### src/rtl/core/spa_pkg.sv
// Shared constants, codes and types of the stepped page allocator.
package spa_pkg;

    localparam int PAGE_BITS_DEF  = 40;
    localparam int POOL_DEPTH_DEF = 16;

    localparam int CAP_BITS  = 17;
    localparam int STEP_BITS = 9;
    localparam int IDX_BITS  = 8;
    localparam int RUN_BITS  = 25;
    localparam int PROD_W    = 26;
    localparam int OFF_BITS  = 26;

    localparam logic [CAP_BITS-1:0]  CAP_RESET  = CAP_BITS'(16);
    localparam logic [STEP_BITS-1:0] STEP_RESET = STEP_BITS'(4);
    localparam logic [CAP_BITS-1:0]  CAP_MAX    = CAP_BITS'(65536);
    localparam logic [STEP_BITS-1:0] STEP_MAX   = STEP_BITS'(256);
    localparam logic [RUN_BITS:0]    RUN_MAX    = {1'b0, {RUN_BITS{1'b1}}};

    typedef enum logic [1:0] {
        OP_APPEND_ONE = 2'd0,
        OP_APPEND_RUN = 2'd1,
        OP_RESERVE    = 2'd2,
        OP_REPOSITION = 2'd3
    } op_t;

    typedef enum logic [2:0] {
        ST_OK        = 3'd0,
        ST_ZERO      = 3'd1,
        ST_EXCEEDS   = 3'd2,
        ST_NO_STEP   = 3'd3,
        ST_POOL_FULL = 3'd4
    } status_t;

    typedef enum logic [0:0] {
        CFG_BLOCK_CAPACITY = 1'b0,
        CFG_STEP_SIZE      = 1'b1
    } cfg_idx_t;

endpackage

### src/rtl/core/spa_div.sv
// Restoring divider, one quotient bit per cycle, 17-bit divisor.
module spa_div
    import spa_pkg::*;
#(
    parameter int DW = 40
)
(
    input  logic                clk,
    input  logic                rst_n,
    input  logic                start,
    input  logic [DW-1:0]       dividend,
    input  logic [CAP_BITS-1:0] divisor,
    output logic                done,
    output logic [DW-1:0]       quotient,
    output logic [CAP_BITS-1:0] remainder
);

    localparam int CW = $clog2(DW + 1);

    logic                busy_reg;
    logic                done_reg;
    logic [CW-1:0]       cnt_reg;
    logic [CAP_BITS-1:0] rem_reg;
    logic [DW-1:0]       quo_reg;
    logic [CAP_BITS-1:0] dsr_reg;
    logic [CAP_BITS:0]   trial;
    logic [CAP_BITS:0]   diff;
    logic                ge;

    assign trial = {rem_reg, quo_reg[DW-1]};
    assign diff  = trial - {1'b0, dsr_reg};
    assign ge    = trial >= {1'b0, dsr_reg};

    always_ff @(posedge clk or negedge rst_n)
    begin
        if (!rst_n)
        begin
            busy_reg <= 1'b0;
            done_reg <= 1'b0;
            cnt_reg  <= '0;
        end
        else if (start && !busy_reg)
        begin
            busy_reg <= 1'b1;
            done_reg <= 1'b0;
            cnt_reg  <= CW'(DW);
        end
        else if (busy_reg)
        begin
            cnt_reg <= cnt_reg - CW'(1);
            if (cnt_reg == CW'(1))
            begin
                busy_reg <= 1'b0;
                done_reg <= 1'b1;
            end
        end
        else
        begin
            done_reg <= 1'b0;
        end
    end

    always_ff @(posedge clk)
    begin
        if (start && !busy_reg)
        begin
            rem_reg <= '0;
            quo_reg <= dividend;
            dsr_reg <= divisor;
        end
        else if (busy_reg)
        begin
            rem_reg <= ge ? diff[CAP_BITS-1:0] : trial[CAP_BITS-1:0];
            quo_reg <= {quo_reg[DW-2:0], ge};
        end
    end

    assign done      = done_reg;
    assign quotient  = quo_reg;
    assign remainder = rem_reg;

endmodule

### config.mk
export PLATFORM = sky130hd
export DESIGN_NAME = spa_div
export DESIGN_NICKNAME = d
export VERILOG_FILES = /design/src/rtl/core/spa_pkg.sv /design/src/rtl/core/spa_div.sv
export SDC_FILE = /design/constraint.sdc
export NUM_CORES = 1
export LEC_CHECK = 0
export ABC_CLOCK_PERIOD_IN_PS = 2500
export BUFFER_PORTS_ARGS = -buffer_cell sky130_fd_sc_hd__buf_4
export CELL_PAD_IN_SITES_DETAIL_PLACEMENT = 1
export CELL_PAD_IN_SITES_GLOBAL_PLACEMENT = 2
export CORE_MARGIN = 2
export CORE_UTILIZATION = 30
export CTS_CLUSTER_DIAMETER = 100
export DETAILED_ROUTE_END_ITERATION = 10
export HOLD_SLACK_MARGIN = 0.1
export PLACE_DENSITY_LB_ADDON = 0.1
export SLEW_MARGIN = 30
export SYNTH_ARGS = -nofsm -noshare
export SYNTH_HDL_FRONTEND = slang
export SYNTH_SLANG_ARGS = --single-unit
### constraint.sdc
create_clock -name clk -period 2.5 [get_ports clk]
set_input_delay 0.375 -clock clk [delete_from_list [all_inputs] [get_ports clk]]
set_output_delay 0.375 -clock clk [all_outputs]
set_load 0.05 [all_outputs]
# Yosys cells after proc, flatten, opt, wreduce, memory -nomap -nowiden

Cells that the tools add are included.

Shift operators: 0
$lt $le $gt $ge: 1
Bitwise gates (word level): 0
Multiplexer cells: 11
Equality and inequality tests: 2
$mul: 0
$add $sub $neg: 2
Reduce and logical (&&, ||, !) cells: 3
Div/mod/pow operators: 0

Operator list:

| kind                  | number |
|---|---|
| $mux W40              | 2 |
| $ge A18 B17 Y1        | 1 |
| $mux W17              | 1 |
| $sub A17 B17 Y17      | 1 |
| $mux W6               | 2 |
| $eq A6 B1 Y1 const B  | 1 |
| $mux W1               | 6 |
| $sub A6 B1 Y6 const B | 1 |
| $ne A3 B1 Y1 const B  | 1 |
| $reduce_bool A2 Y1    | 1 |
| $logic_and A1 B1 Y1   | 1 |
| $logic_not A1 Y1      | 1 |

Memories: 0
Bits in latches: 0
Bits in read-only memories: 0
Register bits: 82
Bits of input ports: 60
Bits in writable memories: 0

# Depth between registers and ports, before layout

Word-level depth: 4
Gate-level depth with buffers: 12
Mapped depth without buffers: 10

# Worst setup path before layout

Ideal clock, no wire load.

Kind: flip-flop to flip-flop
Start point: register quo_reg[39] (netlist: quotient[39])
End point: register quo_reg[0] (netlist: quotient[0]), data pin
Stages on the path, launching flop included: 12
Arrival: 2.459 ns
Clock period less this slack: 2.756 ns
Slack: -0.256 ns
Required time: 2.203 ns
Cells stage by stage: edfxtp_1 > inv_1 > ha_1 > inv_1 > fa_1 > a211oi_1 > o21ai_0 > a22oi_1 > a21o_1 > buf_6 > buf_6 > o21ai_0

Cells in the longest elaborated chain, start to end: 3

Ends and longest elaborated chain:

| what                     | line          | text |
|---|---|---|
| start: declaration       | spa_div.sv:24 | `logic [DW-1:0] quo_reg;` |
| start signal: assignment | spa_div.sv:68 | `quo_reg <= dividend;` |
| start signal: assignment | spa_div.sv:74 | `quo_reg <= {quo_reg[DW-2:0], ge};` |
| $ge A18 B17 Y1           | spa_div.sv:32 | `assign ge = trial >= {1'b0, dsr_reg};` |
| $mux W40                 | spa_div.sv:71 | `else if (busy_reg)` |
| $mux W40                 | spa_div.sv:65 | `if (start && !busy_reg)` |

Every way passes these cells. The select of a mux whose other input is x is not followed.
A chain may end at the register's enable or synchronous reset.

# Worst setup path in the final report

Start point: register quo_reg[39] (netlist: quotient[39])
End point: register rem_reg[3] (netlist: remainder[3])

Cells in the longest elaborated chain, start to end: 2

Ends and longest elaborated chain:

| what                                                      | line                         | text |
|---|---|---|
| $sub A17 B17 Y17 / $ge A18 B17 Y1 (equally long branches) | spa_div.sv:31, spa_div.sv:32 |  |
| $mux W17 (*)                                              | spa_div.sv:73                | `rem_reg <= ge ? diff[CAP_BITS-1:0] : trial[CAP_BITS-1:0];` |
| end signal: assignment                                    | spa_div.sv:73                |  |
| end: declaration                                          | spa_div.sv:23                | `logic [CAP_BITS-1:0] rem_reg;` |

Mark *: on every way between the ends. The rest lies on a longest branch, timed or not.

==> metrics.cfg <==
[setup_path]
critPathMaxFanout=16
crit_arrival_ns=2.57
cp-start-kind=register
end_kind=register
crit_required_ns=2.74
reg2reg_depth=11
path_class=register to register

[finish]
multiInputGateArea_sq_um=1727
nets=550
seq_area_sq_um=2252
nFillCells=1458
layout_commonest_cell=buf_4
final_cell_mix=buf_4 (126), edfxtp_1 (57), mux2_2 (39), nand2_1 (27), inv_1 (25)
drive_above_1_share_pct=39.79
largest_reg_flops=40
utilization_pct=42.12
design_area_sq_um=5622
area_delta_synth_final_pct=35.82
antenna_cells=0

[global_routing]
grt_first_pass_wirelength_microns=18150
track_usage_pct=16.14
grt_pass1_vias=3501
antenna_found_initial=0
grt.overflow.total=0
grt_max_degree=52

[clocking]
path_clk_slew_ns=0.06
cts_buffer_depth=2
cts_buffers=9
cts_root_buf=clkbuf_16
cts_tree=done
clock_sinks=82
htree_levels=3
clk_latency_ns=0.35

[detailed_routing]
drt_wl_total_microns=11440
first_pass_iters=4
drc=0
wire_per_inst_microns=17.57
vias=3221
drtIter0Drc=123
final_antenna_net_count=0
via_per_inst=4.948

[placement]
dp_hpwl_microns=8301
placed_cell_area_sq_um=5281
post-place-ws_ns=0.06454
routabilityCongestion=0.7999
numPortBuffers=117

[timing]
maxSlewViolCount=0
fin_crit_sh_pct=93.20
finalHoldViolations=0
setup_viol=0
worst_pin_slew_ns=0.6888
fmax_mhz=429.2
final.min_clock_period_ns=2.330
rsz0062_at_grt=true
clock_skew_ns=0.008558
timing.final.ws_setup_ns=0.1700
whs_ns=0.1999
relSlewSlack_pct=53.66

[power]
ir_drop_mv=0.6864
power.density_nw_per_um2=1602
leakagePower_nw=2.374
p_total_mw=9.007

[yosys]
synth-edff-count=57
yosys_most_used_dff=edfxtp_1
synth_nets=424
synth-warning-count=0
ys_seq_area_share_pct=54.41
netlist_area_sq_um=4139
avgSynthCellArea_sq_um=12.03
netlist_instances=344
synth_cell_types=48
async_reset_ff_share_pct=9.756
ys_seq_elements=82

[floorplanning]
fp.coreArea_sq_um=13350
die_w_microns=121.5
initial_core_util_pct=31.01
pin_count=118
dieArea_sq_um=14750
die_height_microns=121.5
core.rowCount=42

[min_path]
holdPathStages=1
hold_path.class=primary input to register

[outcome]
outcome=finished, final reports clean

[job]
cap_viol_max_count=0

power by group:
part           internal [mW]  switching, mW
clock network          0.899          0.550
registers               2.15          0.422
logic                   1.78           3.21
stage by stage:
| step | std cells | setup TNS (ns) |
|---|---|---|
| after floorplan | 344 | -0.05822 |
| after global placement | 634 | 0 |
| after detailed placement | 634 | 0 |
| after CTS | 651 | 0 |
| after global routing | 651 | -0.006463 |
| final | 651 | 0 |
worst max-delay path, stage by stage (launching register included):
cell and delay (ns):
edfxtp_1 0.42, inv_1 0.08, ha_1 0.16, inv_1 0.06
fa_2 0.37, a211oi_2 0.24, o21ai_1 0.14, a22oi_2 0.17
a21o_1 0.17, buf_6 0.18, nand3_1 0.11, o311ai_1 0.12
worst paths after layout:
path / start / endpoint / slack (ns)
worst max-delay path: quotient[39] / remainder[3] / 0.17
worst min-delay path: divisor[10] / dsr_reg[10] / 0.20
worst max register to register: quotient[39] / remainder[3] / 0.17
worst min register to register: cnt_reg[3] / cnt_reg[3] / 0.50
max in group asynchronous: rst_n / cnt_reg[4] / 1.98
min in group asynchronous: rst_n / cnt_reg[0] / 0.38
cell families after synthesis:
kind of cell,after synthesis,synth area share (%)
xor gates and xnor gates,17,3.598
AOI/OAI and AO/OA,83,13.54
buffers and inverters,40,4.353
muxes,39,10.61
DFF,82,54.41
and+or+nand+nor,63,7.255
adders and majority gates,20,6.227
layer usage:
metal / GRT usage (%) / vias to the layer above / part of all wire (%)
met5: 0 / - / 0
met4: 8.261 / 0 / 2.6
met3: 5.874 / 15 / 8.0
met2: 24.33 / 91 / 46
met1: 20.26 / 1563 / 44
li1: - / 1552 / -
timing repair:
action / 4_1_cts / 5_1_grt
buffers inserted: 0 / 0
hold buffers: 1 / 0
endpoints found under the hold margin: 8 / 0
resized for setup: 0 / 2
setup endpoints to repair: 0 / 14
synthesized netlist by cell type (all sizes together) (2+ instances only):
| master | n | share of area (%) |
|---|---|---|
| nand2 | 29 | 2.8 |
| o22ai | 2 | 0.30 |
| xor2 | 8 | 1.7 |
| nand4 | 3 | 0.45 |
| nor2b | 2 | 0.30 |
| mux2 | 39 | 11 |
| a21oi | 18 | 2.2 |
| a32oi | 8 | 1.7 |
| inv | 25 | 2.3 |
| o31ai | 3 | 0.54 |
| ha | 19 | 5.7 |
| dfrtp | 8 | 4.8 |
| buf | 7 | 1.4 |
| a211oi | 6 | 1.1 |
| a31oi | 2 | 0.30 |
| o21a | 3 | 0.54 |
| a22oi | 2 | 0.36 |
| nor2 | 7 | 0.63 |
| dfxtp | 17 | 8.2 |
| xnor2 | 9 | 1.9 |
| clkbuf | 8 | 0.73 |
| nand3 | 13 | 1.6 |
| o211ai | 5 | 0.91 |
| nor4 | 2 | 0.45 |
| o21ai | 16 | 1.9 |
| edfxtp | 57 | 41 |
| nand2b | 2 | 0.30 |
| a21o | 4 | 0.73 |
| o311ai | 7 | 1.5 |
cell type report:
type	count	share of cell area, %
Sequential cell	82	40.06
Inverter	25	1.669
Clock inverter	5	1.402
Clock buffer	11	4.318
Tap cell	176	3.917
Multi-Input combinational cell	222	30.71
Timing Repair Buffer	130	17.92
No activity file was read; power rests on OpenSTA's default activity.
